==> src/rtl/lli_pkg.sv <==
package lli_pkg;

    // Node pool
    localparam int POOL_DEPTH = 64;
    localparam int IDX_W      = $clog2(POOL_DEPTH);
    localparam int PTR_W      = $clog2(POOL_DEPTH + 1);
    localparam logic [PTR_W-1:0] NULL_IDX = PTR_W'(POOL_DEPTH);

    // Field widths
    localparam int CMD_W  = 2;
    localparam int DATA_W = 32;
    localparam int LEN_W  = 7;
    localparam int STAT_W = 2;

    // Command codes
    localparam logic [CMD_W-1:0] CMD_INSERT = 2'd0;
    localparam logic [CMD_W-1:0] CMD_APPEND = 2'd1;
    localparam logic [CMD_W-1:0] CMD_DUMP   = 2'd2;

    // Status codes
    localparam logic [STAT_W-1:0] ST_OK      = 2'd0;
    localparam logic [STAT_W-1:0] ST_INVALID = 2'd1;
    localparam logic [STAT_W-1:0] ST_FULL    = 2'd2;
    localparam logic [STAT_W-1:0] ST_EMPTY   = 2'd3;

    // Operation kinds handed from front to back
    localparam int KIND_W = 3;
    localparam logic [KIND_W-1:0] OP_REPORT   = 3'd0;
    localparam logic [KIND_W-1:0] OP_INS_HEAD = 3'd1;
    localparam logic [KIND_W-1:0] OP_INS_TAIL = 3'd2;
    localparam logic [KIND_W-1:0] OP_INS_MID  = 3'd3;
    localparam logic [KIND_W-1:0] OP_DUMP     = 3'd4;

    // Operation queue
    localparam int QUEUE_DEPTH = 2;
    localparam int QPTR_W      = $clog2(QUEUE_DEPTH);

    typedef struct packed {
        logic [CMD_W-1:0]         command;
        logic signed [DATA_W-1:0] value;
        logic [LEN_W-1:0]         position;
    } in_word_t;

    typedef struct packed {
        logic [STAT_W-1:0]        status;
        logic [LEN_W-1:0]         length;
        logic signed [DATA_W-1:0] item_value;
        logic                     last;
    } out_word_t;

    typedef struct packed {
        logic [KIND_W-1:0]        kind;
        logic [STAT_W-1:0]        status;
        logic [LEN_W-1:0]         length;  // list length after this op
        logic signed [DATA_W-1:0] value;
        logic [LEN_W-1:0]         hops;    // link hops to the node before the new one
        logic [IDX_W-1:0]         fresh;   // node taken by an insert
    } op_t;

endpackage

==> src/rtl/linked_list_insert_engine_core.sv <==
// Singly linked list in a 64-node pool. Command words: insert at position, append
// at tail, dump. Insert and append answer with one word (status, new length, last
// set); dump answers with one word per node in list order, last set on the final
// one, or a single list-empty word. A front end decides each outcome from the node
// count and queues it (two entries) for the back end, which does the pointer work
// in two single-port-read memories (values, links). A head insert and an append
// (a tail pointer is kept) need no walk; an insert at position p walks the list
// since the back end follows one link per memory read, and a dump sends one node
// per cycle while the output is not stalled. No clearing pass after reset: the
// pool is usable as soon as reset is released.
module linked_list_insert_engine_core (
    input  logic               clk,
    input  logic               rst_n,
    input  logic               cmd_valid,
    output logic               cmd_stall,
    input  lli_pkg::in_word_t  cmd_word,
    output logic               rsp_valid,
    input  logic               rsp_stall,
    output lli_pkg::out_word_t rsp_word
);
    import lli_pkg::*;

    logic q_full;
    logic push;
    op_t  push_op;
    logic pop;
    logic avail;
    op_t  pop_op;

    lli_front u_front (
        .clk       (clk),
        .rst_n     (rst_n),
        .cmd_valid (cmd_valid),
        .cmd_stall (cmd_stall),
        .cmd_word  (cmd_word),
        .q_full    (q_full),
        .push      (push),
        .push_op   (push_op)
    );

    lli_queue u_queue (
        .clk     (clk),
        .rst_n   (rst_n),
        .push    (push),
        .push_op (push_op),
        .full    (q_full),
        .pop     (pop),
        .avail   (avail),
        .pop_op  (pop_op)
    );

    lli_back u_back (
        .clk       (clk),
        .rst_n     (rst_n),
        .avail     (avail),
        .pop_op    (pop_op),
        .pop       (pop),
        .rsp_valid (rsp_valid),
        .rsp_stall (rsp_stall),
        .rsp_word  (rsp_word)
    );

endmodule

==> src/rtl/lli_ram.sv <==
module lli_ram #(
    parameter int WIDTH = 32,
    parameter int DEPTH = 64
) (
    input  logic                     clk,
    input  logic                     we,
    input  logic [$clog2(DEPTH)-1:0] waddr,
    input  logic [WIDTH-1:0]         wdata,
    input  logic [$clog2(DEPTH)-1:0] raddr,
    output logic [WIDTH-1:0]         rdata
);

    logic [WIDTH-1:0] mem [DEPTH];

    always_ff @(posedge clk)
    begin
        if (we)
        begin
            mem[waddr] <= wdata;
        end
        rdata <= mem[raddr];
    end

endmodule

==> src/rtl/lli_front.sv <==
module lli_front (
    input  logic             clk,
    input  logic             rst_n,
    input  logic             cmd_valid,
    output logic             cmd_stall,
    input  lli_pkg::in_word_t cmd_word,
    input  logic             q_full,
    output logic             push,
    output lli_pkg::op_t     push_op
);
    import lli_pkg::*;

    // Nodes are never freed, so the count alone decides every outcome and the
    // index of the next free node; the back end only does the pointer work.
    logic [PTR_W-1:0] count_reg;
    logic [PTR_W-1:0] count_next;
    logic [31:0]      pos;
    logic [31:0]      cnt32;
    op_t              op;

    assign cmd_stall = q_full;
    assign push      = cmd_valid && !q_full;
    assign cnt32     = 32'(count_reg);

    always_comb
    begin
        op            = '0;
        op.value      = cmd_word.value;
        op.fresh      = count_reg[IDX_W-1:0];
        op.length     = LEN_W'(count_reg);
        op.kind       = OP_REPORT;
        op.status     = ST_OK;
        count_next    = count_reg;
        pos           = (cmd_word.command == CMD_INSERT) ? 32'(cmd_word.position) : cnt32;
        unique case (cmd_word.command)
            CMD_INSERT, CMD_APPEND:
            begin
                if (cnt32 >= POOL_DEPTH)
                begin
                    op.status = ST_FULL;
                end
                else if (pos > cnt32)
                begin
                    op.status = ST_INVALID;
                end
                else
                begin
                    count_next = count_reg + 1'b1;
                    op.length  = LEN_W'(count_next);
                    op.hops    = LEN_W'(pos - 32'd1);
                    if (pos == 32'd0)
                    begin
                        op.kind = OP_INS_HEAD;
                    end
                    else if (pos == cnt32)
                    begin
                        op.kind = OP_INS_TAIL;
                    end
                    else
                    begin
                        op.kind = OP_INS_MID;
                    end
                end
            end
            CMD_DUMP:
            begin
                if (cnt32 == 32'd0)
                begin
                    op.status = ST_EMPTY;
                end
                else
                begin
                    op.kind = OP_DUMP;
                end
            end
            default:
            begin
                op.status = ST_OK;
            end
        endcase
    end

    assign push_op = op;

    always_ff @(posedge clk or negedge rst_n)
    begin
        if (!rst_n)
        begin
            count_reg <= '0;
        end
        else if (push)
        begin
            count_reg <= count_next;
        end
    end

endmodule

==> src/rtl/lli_queue.sv <==
module lli_queue (
    input  logic         clk,
    input  logic         rst_n,
    input  logic         push,
    input  lli_pkg::op_t push_op,
    output logic         full,
    input  logic         pop,
    output logic         avail,
    output lli_pkg::op_t pop_op
);
    import lli_pkg::*;

    op_t               entries_reg [QUEUE_DEPTH];
    logic [QPTR_W-1:0] wr_ptr_reg;
    logic [QPTR_W-1:0] rd_ptr_reg;
    logic [QPTR_W:0]   fill_reg;

    function automatic logic [QPTR_W-1:0] bump(input logic [QPTR_W-1:0] p);
        return (p == QPTR_W'(QUEUE_DEPTH - 1)) ? '0 : p + 1'b1;
    endfunction

    assign full   = (fill_reg == (QPTR_W + 1)'(QUEUE_DEPTH));
    assign avail  = (fill_reg != '0);
    assign pop_op = entries_reg[rd_ptr_reg];

    always_ff @(posedge clk)
    begin
        if (push)
        begin
            entries_reg[wr_ptr_reg] <= push_op;
        end
    end

    always_ff @(posedge clk or negedge rst_n)
    begin
        if (!rst_n)
        begin
            wr_ptr_reg <= '0;
            rd_ptr_reg <= '0;
            fill_reg   <= '0;
        end
        else
        begin
            if (push)
            begin
                wr_ptr_reg <= bump(wr_ptr_reg);
            end
            if (pop)
            begin
                rd_ptr_reg <= bump(rd_ptr_reg);
            end
            if (push && !pop)
            begin
                fill_reg <= fill_reg + 1'b1;
            end
            else if (pop && !push)
            begin
                fill_reg <= fill_reg - 1'b1;
            end
        end
    end

endmodule

==> src/rtl/lli_back.sv <==
module lli_back (
    input  logic              clk,
    input  logic              rst_n,
    input  logic              avail,
    input  lli_pkg::op_t      pop_op,
    output logic              pop,
    output logic              rsp_valid,
    input  logic              rsp_stall,
    output lli_pkg::out_word_t rsp_word
);
    import lli_pkg::*;

    localparam logic [2:0] S_IDLE = 3'd0;
    localparam logic [2:0] S_EXEC = 3'd1;
    localparam logic [2:0] S_WALK = 3'd2;
    localparam logic [2:0] S_LINK = 3'd3;
    localparam logic [2:0] S_DUMP = 3'd4;
    localparam logic [2:0] S_DONE = 3'd5;

    logic [2:0]        state_reg, state_next;
    op_t               op_reg, op_next;
    logic [PTR_W-1:0]  head_reg, head_next;
    logic [IDX_W-1:0]  tail_reg, tail_next;
    logic [IDX_W-1:0]  cur_reg, cur_next;
    logic [LEN_W-1:0]  cnt_reg, cnt_next;
    logic              out_valid_reg;
    out_word_t         out_word_reg;

    logic              out_free;
    logic              emit;
    out_word_t         emit_word;

    logic              val_we;
    logic              link_we;
    logic [IDX_W-1:0]  link_waddr;
    logic [PTR_W-1:0]  link_wdata;
    logic [IDX_W-1:0]  raddr;
    logic [DATA_W-1:0] val_rdata;
    logic [PTR_W-1:0]  link_rdata;
    logic [IDX_W-1:0]  link_idx;
    logic [IDX_W-1:0]  head_idx;

    lli_ram #(.WIDTH(DATA_W), .DEPTH(POOL_DEPTH)) u_values (
        .clk   (clk),
        .we    (val_we),
        .waddr (op_reg.fresh),
        .wdata (op_reg.value),
        .raddr (raddr),
        .rdata (val_rdata)
    );

    lli_ram #(.WIDTH(PTR_W), .DEPTH(POOL_DEPTH)) u_links (
        .clk   (clk),
        .we    (link_we),
        .waddr (link_waddr),
        .wdata (link_wdata),
        .raddr (raddr),
        .rdata (link_rdata)
    );

    // walks only ever reach live nodes, so the null marker never lands here
    assign link_idx = link_rdata[IDX_W-1:0];
    assign head_idx = head_reg[IDX_W-1:0];
    assign out_free = !out_valid_reg || !rsp_stall;

    always_comb
    begin
        state_next = state_reg;
        op_next    = op_reg;
        head_next  = head_reg;
        tail_next  = tail_reg;
        cur_next   = cur_reg;
        cnt_next   = cnt_reg;
        pop        = 1'b0;
        emit       = 1'b0;
        emit_word  = '0;
        val_we     = 1'b0;
        link_we    = 1'b0;
        link_waddr = op_reg.fresh;
        link_wdata = NULL_IDX;
        raddr      = cur_reg;   // holding the address keeps the read data steady
        unique case (state_reg)
            S_IDLE:
            begin
                if (avail)
                begin
                    pop        = 1'b1;
                    op_next    = pop_op;
                    state_next = S_EXEC;
                end
            end
            S_EXEC:
            begin
                unique case (op_reg.kind)
                    OP_INS_HEAD:
                    begin
                        val_we     = 1'b1;
                        link_we    = 1'b1;
                        link_wdata = head_reg;
                        head_next  = PTR_W'(op_reg.fresh);
                        if (head_reg == NULL_IDX)
                        begin
                            tail_next = op_reg.fresh;
                        end
                        state_next = S_DONE;
                    end
                    OP_INS_TAIL:
                    begin
                        val_we     = 1'b1;
                        link_we    = 1'b1;
                        cur_next   = tail_reg;
                        state_next = S_LINK;
                    end
                    OP_INS_MID:
                    begin
                        val_we     = 1'b1;
                        raddr      = head_idx;
                        cur_next   = head_idx;
                        cnt_next   = op_reg.hops;
                        state_next = S_WALK;
                    end
                    OP_DUMP:
                    begin
                        raddr      = head_idx;
                        cur_next   = head_idx;
                        cnt_next   = op_reg.length;
                        state_next = S_DUMP;
                    end
                    default:
                    begin
                        state_next = S_DONE;
                    end
                endcase
            end
            S_WALK:
            begin
                // link_rdata is the successor of cur_reg
                if (cnt_reg == '0)
                begin
                    link_we    = 1'b1;
                    link_wdata = link_rdata;
                    state_next = S_LINK;
                end
                else
                begin
                    raddr    = link_idx;
                    cur_next = link_idx;
                    cnt_next = cnt_reg - 1'b1;
                end
            end
            S_LINK:
            begin
                link_we    = 1'b1;
                link_waddr = cur_reg;
                link_wdata = PTR_W'(op_reg.fresh);
                if (op_reg.kind == OP_INS_TAIL)
                begin
                    tail_next = op_reg.fresh;
                end
                state_next = S_DONE;
            end
            S_DUMP:
            begin
                if (out_free)
                begin
                    emit                 = 1'b1;
                    emit_word.status     = ST_OK;
                    emit_word.length     = op_reg.length;
                    emit_word.item_value = val_rdata;
                    emit_word.last       = (cnt_reg == LEN_W'(1));
                    if (cnt_reg == LEN_W'(1))
                    begin
                        state_next = S_IDLE;
                    end
                    else
                    begin
                        raddr    = link_idx;
                        cur_next = link_idx;
                        cnt_next = cnt_reg - 1'b1;
                    end
                end
            end
            S_DONE:
            begin
                if (out_free)
                begin
                    emit             = 1'b1;
                    emit_word.status = op_reg.status;
                    emit_word.length = op_reg.length;
                    emit_word.last   = 1'b1;
                    state_next       = S_IDLE;
                end
            end
            default:
            begin
                state_next = S_IDLE;
            end
        endcase
    end

    always_ff @(posedge clk or negedge rst_n)
    begin
        if (!rst_n)
        begin
            state_reg     <= S_IDLE;
            head_reg      <= NULL_IDX;
            cnt_reg       <= '0;
            out_valid_reg <= 1'b0;
        end
        else
        begin
            state_reg <= state_next;
            head_reg  <= head_next;
            cnt_reg   <= cnt_next;
            if (emit)
            begin
                out_valid_reg <= 1'b1;
            end
            else if (!rsp_stall)
            begin
                out_valid_reg <= 1'b0;
            end
        end
    end

    always_ff @(posedge clk)
    begin
        op_reg   <= op_next;
        tail_reg <= tail_next;
        cur_reg  <= cur_next;
        if (emit)
        begin
            out_word_reg <= emit_word;
        end
    end

    assign rsp_valid = out_valid_reg;
    assign rsp_word  = out_word_reg;

endmodule

==> config.mk <==
export PLATFORM = sky130hd
export DESIGN_NAME = linked_list_insert_engine_core
export DESIGN_NICKNAME = d
export VERILOG_FILES = /design/src/rtl/lli_pkg.sv /design/src/rtl/linked_list_insert_engine_core.sv /design/src/rtl/lli_ram.sv /design/src/rtl/lli_front.sv /design/src/rtl/lli_queue.sv /design/src/rtl/lli_back.sv
export SDC_FILE = /design/constraint.sdc
export NUM_CORES = 2
export LEC_CHECK = 0
export ABC_CLOCK_PERIOD_IN_PS = 5100
export BUFFER_PORTS_ARGS = -buffer_cell sky130_fd_sc_hd__buf_2
export CORE_MARGIN = 5
export CORE_UTILIZATION = 40
export CTS_BUF_LIST = sky130_fd_sc_hd__clkbuf_4 sky130_fd_sc_hd__clkbuf_8
export CTS_CLUSTER_DIAMETER = 40
export CTS_CLUSTER_SIZE = 30
export DETAILED_ROUTE_END_ITERATION = 8
export GPL_ROUTABILITY_DRIVEN = 0
export PLACE_DENSITY = 0.59
export SETUP_SLACK_MARGIN = 0.5
export SYNTH_ARGS = -nofsm -noshare
export SYNTH_HDL_FRONTEND = slang
export SYNTH_SLANG_ARGS = --single-unit
==> constraint.sdc <==
create_clock -name clk -period 5.1 [get_ports clk]
set_input_delay 1.02 -clock clk [delete_from_list [all_inputs] [get_ports clk]]
set_output_delay 1.02 -clock clk [all_outputs]
set_load 0.05 [all_outputs]
After elaboration in Yosys (flattened, before gate mapping) --
Memory sizes are Yosys's and may differ from the RTL's. A register that Yosys moved wholly into a read port is not among the register bits. Cells that the tools add are included.
Storage, ports and cells: flip-flop bits (word level) 83, memory bits (writable) 2610, input port bits 45, output and inout port bits 44, word-level logic and storage cells 153, memories 3
Operators by class: add/sub/neg operators 7, magnitude comparators 2, eq/ne operators 28, muxes and demuxes 69, reductions and logical operators 30
Memory list:
- u_back.u_values.mem | depth 64, width 32, read ports 1, clocked after memory_dff 1, write ports 1, RTL line lli_ram.sv:13 | logic [WIDTH-1:0] mem [DEPTH];
- u_back.u_links.mem | depth 64, width 7, read ports 1, clocked after memory_dff 1, write ports 1, RTL line lli_ram.sv:13
- u_queue.entries_reg | depth 2, width 57, read ports 1, clocked after memory_dff 1, write ports 1, RTL line lli_queue.sv:13 | op_t entries_reg [QUEUE_DEPTH];
Operator list (number):
- two-way mux 7 bit | 12
- logical NOT 32 bit | 2
- two-way mux 6 bit | 8
- case mux 7 bit (3 select lines) | 2
- two-way mux 40 bit | 1
- case mux 6 bit (3 select lines) | 2
- equality test 32 x 7 -> 1 bit | 1
- greater-than comparator 32 x 7 -> 1 bit | 1
- two-way mux 3 bit | 8
- case mux 6 bit (2 select lines) | 2
- two-way mux 1 bit | 20
- case mux 3 bit (6 select lines) | 1
- case mux 9 bit (2 select lines) | 1
- != test 2 x 1 -> 1 bit, second input constant | 7
- case mux 7 bit (2 select lines) | 1
- subtractor 7 x 1 -> 7 bit, second input constant | 2
- equality test 3 x 2 -> 1 bit, second input constant | 4
- two-way mux 2 bit | 5
- AND reduction 5 bit | 2
- equality test 3 bit, second input constant | 3
- two-way mux 9 bit | 1
- case mux 3 bit (3 select lines) | 1
- != test 2 bit, second input constant | 4
- AND reduction 2 bit | 4
- other kinds (27) | 41

Depth between registers and ports, before layout --
depth after elaboration 8, depth in mapped cells 15, mapped depth without buffers 13

Hierarchy --
A second synthesis with hierarchy kept.
Unflattened totals: cells, all modules 4903, area, all modules 107227.8 um^2
Modules (own cells, without submodules):
- lli_ram at u_back.u_values | times used 1, cells an instance 3324, area an instance 78515.3 um^2, sequential area each 62139.6 um^2
- lli_ram at u_back.u_links | times used 1, cells an instance 827, area an instance 17635.7 um^2, sequential area each 13593.0 um^2
- lli_back | times used 1, cells an instance 399, area an instance 5466.5 um^2, sequential area each 3784.9 um^2
- lli_queue | times used 1, cells an instance 193, area an instance 4377.9 um^2, sequential area each 3523.4 um^2
- lli_front | times used 1, cells an instance 160, area an instance 1232.4 um^2, sequential area each 175.2 um^2

Worst setup path before layout --
Ideal clock, no wire load.
kind register to register, start point reg u_back.state_reg[0], end point mem u_back.u_links.mem[0][0] in the netlist's numbering, data pin, library setup time 0.702 ns, arrival 3.928 ns, required time 4.398 ns, slack 0.470 ns, stages on the path, launching flop included 7, buffers on the path 3, period minus slack after synthesis 4.630 ns, path through dfrtp_1 buf_2 buf_1 nor2b_1 nand2_1 clkbuf_1 o21ai_0
On the way: cells in the longest elaborated chain, start to end 2, elaborated cells on any way between the ends 4, classes of those cells eq/ne: 3; mux: 1
RTL lines:
- start, declared | RTL line lli_back.sv:20 | logic [2:0] state_reg, state_next;
- start signal, assigned | RTL line lli_back.sv:212 | state_reg <= state_next;
- equality test 3 x 2 -> 1 bit or equality test 3 x 1 -> 1 bit (tied branches) | RTL line lli_back.sv:82 | unique case (state_reg)
- case mux 7 bit (3 select lines) (*) | RTL line lli_back.sv:82
- named net u_back.link_wdata[0] | RTL line lli_back.sv:36 | logic [PTR_W-1:0] link_wdata;
- end, declared | RTL line lli_ram.sv:13
The timed path passes the listed nets; every way through them passes the cells marked *.

Final worst setup path --
start point reg u_back.op_reg[55] in the netlist's numbering, end point reg u_back.u_values.rdata[4] (read register of u_back.u_values.mem)
On the way: cells in the longest elaborated chain, start to end 4, elaborated cells on any way between the ends 5, classes of those cells eq/ne: 2; mux: 2; reduce/logical: 1
RTL lines:
- start, declared | RTL line lli_back.sv:21 | op_t op_reg, op_next;
- start signal, assigned | RTL line lli_back.sv:228 | op_reg <= op_next;
- equality test 3 x 2 -> 1 bit or equality test 3 bit (tied branches) | RTL line lli_back.sv:94 | unique case (op_reg.kind)
- OR reduction 2 bit (no line) (*)
- two-way mux 6 bit (*) | RTL line lli_back.sv:94
- case mux 6 bit (3 select lines) (*) | RTL line lli_back.sv:82
- end, declared | RTL line lli_ram.sv:10 | output logic [WIDTH-1:0] rdata
Mark *: on every way between the ends. The rest lies on a longest branch, timed or not. A chain may end at the register's enable or synchronous reset.

==> impl_metrics.json <==
{
  "post_synthesis_cells": 6492,
  "largest_reg_flops": 2048,
  "clkTransAtPathRegs_ps": 70,
  "detailroute.via_count": 62525,
  "core_area_um2": 266000,
  "max_cap_viol_count": 0,
  "finalNetCount": 6948,
  "number_of_buffers_added_on_ports": 88,
  "ys_seq_area_share_pct": 76.0,
  "synth_async_sr_flop_share_pct": 1.06,
  "synthesis.nets": 6552,
  "h-tree-depth": 5,
  "fin_skew_ps": 86.8,
  "root_buffer_cell": "sky130_fd_sc_hd__clkbuf_8",
  "fillerInstances": 22564,
  "post_synthesis_register_bit_count": 2724,
  "synth_area_leaders": "sky130_fd_sc_hd__edfxtp_1 75%, sky130_fd_sc_hd__mux4_2 4.8%, sky130_fd_sc_hd__nand3_1 3.6%",
  "worst_ep_arrival_time_ps": 5320,
  "grt_pass1_wl_um": 442000,
  "synth_most_common_cell": "sky130_fd_sc_hd__edfxtp_1",
  "timing_max_transition_violations_final": 0,
  "top_cell_types_by_occurrence_after_synthesis": "2657 x sky130_fd_sc_hd__edfxtp_1, 760 x sky130_fd_sc_hd__nand3_1, 623 x sky130_fd_sc_hd__nand2_1, 282 x sky130_fd_sc_hd__nor2_1, 232 x sky130_fd_sc_hd__mux2i_1",
  "setup_failing_eps_final": 0,
  "synth_area_leader_cell": "sky130_fd_sc_hd__edfxtp_1",
  "startpoint": "u_back.op_reg[55]",
  "detail_route.wl_per_cell_um": 28.7,
  "setup.worst_path.class": "reg -> reg",
  "r2r_end": "u_back.u_values.rdata[4]",
  "worstPathMaxFanout": 38,
  "timing.critical_path.to_type": "flip-flop",
  "synth.lib_cells_used.distinct": 87,
  "max_slew.worst_pin.slew_ps": 1130,
  "global_route.usage.total_pct": 21.6,
  "timing.critical_path.from_type": "flip-flop",
  "hold_viol_final": 0,
  "worst_slew_margin_rel_pct": 24.3,
  "area_delta_synth_final_pct": 14.8,
  "grt_antenna_before_repair": 15,
  "area_share_of_the_largest_cell_type_after_synthesis_pct": 74.7,
  "worstHoldPathType": "in -> async",
  "post-route-period-util_pct": 87.9,
  "number_of_top_level_pins": 89,
  "core.rowCount": 189,
  "initial_utilization_pct": 40.2,
  "grt_pass1_vias": 61591,
  "design.die.area_um2": 278000,
  "grt_max_degree": 162,
  "fp.dieW_um": 527,
  "grt_overflow_total": 0,
  "worst-endpoint-required_ps": 5940,
  "final_design_area_excluding_fillers_um2": 123000,
  "dominant_synthesized_flop_cell": "sky130_fd_sc_hd__edfxtp_1",
  "clk_latency_ps": 1020,
  "total_clock_buffers_created_by_cts": 361,
  "r2r_cells": 12,
  "routed_wl_um": 308000,
  "fmax_ghz": 0.223,
  "status": "finished clean",
  "dpl_cell_area_um2": 114000,
  "reg2reg_slack_ps": 620,
  "fp.dieH_um": 527,
  "r2r-start": "u_back.op_reg[55]",
  "final_antenna_net_count": 0,
  "detailed_placement_hpwl_um": 180000,
  "ctsLongestPathBuffers": 4,
  "setup_repair_after_global_routing_missed_its_margin": "false",
  "drt_first_iter_violations": 7392,
  "final_period_minus_worst_setup_slack_ps": 4480,
  "dr.pass1.iters": 6,
  "mappedNetlistArea_um2": 107000,
  "synth-edff-count": 2657,
  "drc": 0,
  "post_route_cells_drive_above_1_share_pct": 21.7,
  "tritoncts": "built",
  "route.detailed.vias_per_inst": 5.83,
  "ys.warnings.count": 0,
  "syn_avg_cell_area_um2": 16.5,
  "cts.sinks": 2724
}
## per-layer routing
metal	GRT usage, %	routed length, um	up-vias
met1	29.4	123000	32357
li1	-	-	26601
met5	0	41	-
met3	3.92	25700	533
met4	8.25	12800	6
met2	34.7	146000	3028
## cell type report
type | count | area (um2) | area share, %
clock inverter | 275 | 3230 | 2.63
timing repair buffer | 481 | 4230 | 3.45
clock buffer | 391 | 5280 | 4.30
antenna | 9 | 22.5 | 0.0184
inverter | 26 | 97.6 | 0.0796
sequential | 2724 | 81300 | 66.3
tap | 3533 | 4420 | 3.60
multi-input combinational | 3294 | 24100 | 19.7
## worst max path at each step
stage	end	slack, ps	cells past startpoint
4_1_cts	u_back.u_links.rdata[3]	470	11
3_5_place_dp	u_back.u_values.rdata[29]	80	13
3_3_place_gp	u_back.u_values.rdata[10]	-230	13
6_report	u_back.u_values.rdata[4]	620	12
2_1_floorplan	u_front.count_reg[1]	950	14
5_1_grt	u_back.u_values.rdata[0]	520	12
## through the flow
stage / setup WS, ps / util [%] / TNS [ps] / cells / hold slack [ps]
finish: 616 / 46.2 / 0 / 10733 / 76.6
floorplan: 949 / - / 0 / 6492 / 424
global route: 522 / 46.2 / 0 / 10729 / 86.9
global placement: -230 / 42.9 / -230 / 10054 / 471
CTS: 467 / 46.2 / 0 / 10721 / 20.2
detailed placement: 75.1 / 42.9 / 0 / 10055 / 474
## logic make-up after synthesis
group                    synth area share (%)
buffers and inverters                    2.04
multiplexers                             7.70
XOR/XNOR                                0.172
AND/OR/NAND/NOR                          8.32
flip-flops                               76.0
AO/OA/AOI/OAI                            5.54
adder cells (fa/ha/maj)                 0.176
## cell usage in the layout (no fill, tap or decap), types with 66 or more instances in the layout
cell type and n:
sky130_fd_sc_hd__a32oi_1 92, sky130_fd_sc_hd__nor2_4 66, sky130_fd_sc_hd__and3_1 94, sky130_fd_sc_hd__inv_6 69
sky130_fd_sc_hd__buf_4 325, sky130_fd_sc_hd__buf_2 89, sky130_fd_sc_hd__a21oi_1 167, sky130_fd_sc_hd__a22oi_1 84
sky130_fd_sc_hd__nor2_1 215, sky130_fd_sc_hd__edfxtp_1 2657, sky130_fd_sc_hd__clkbuf_8 374, sky130_fd_sc_hd__mux2i_1 232
sky130_fd_sc_hd__mux4_2 228, sky130_fd_sc_hd__mux2_2 69, sky130_fd_sc_hd__nand3_1 758, sky130_fd_sc_hd__nand2_1 616
sky130_fd_sc_hd__o22ai_1 88
## worst max-delay path, stage by stage (launching register included)
cell and delay [ps]:
sky130_fd_sc_hd__edfxtp_1 540, sky130_fd_sc_hd__nor3b_4 400, sky130_fd_sc_hd__or2_0 250, sky130_fd_sc_hd__buf_4 280
sky130_fd_sc_hd__o221a_4 370, sky130_fd_sc_hd__nand4_4 280, sky130_fd_sc_hd__buf_12 260, sky130_fd_sc_hd__buf_12 200
sky130_fd_sc_hd__buf_12 230, sky130_fd_sc_hd__mux4_2 310, sky130_fd_sc_hd__a22oi_1 330, sky130_fd_sc_hd__nand3_1 370
sky130_fd_sc_hd__a311o_1 430
## repair_timing
item / CTS / global route
hold buffers: 0 / 0
buffers inserted: 0 / 2
pin swaps: 0 / 2
gates resized for setup: 8 / 8
setup endpoints to repair: 8 / 22
cloned: 0 / 1
Power is left out: the tool's default activity adds up to more than one toggle a clock period on the data nets, which glitch-free logic cannot reach.
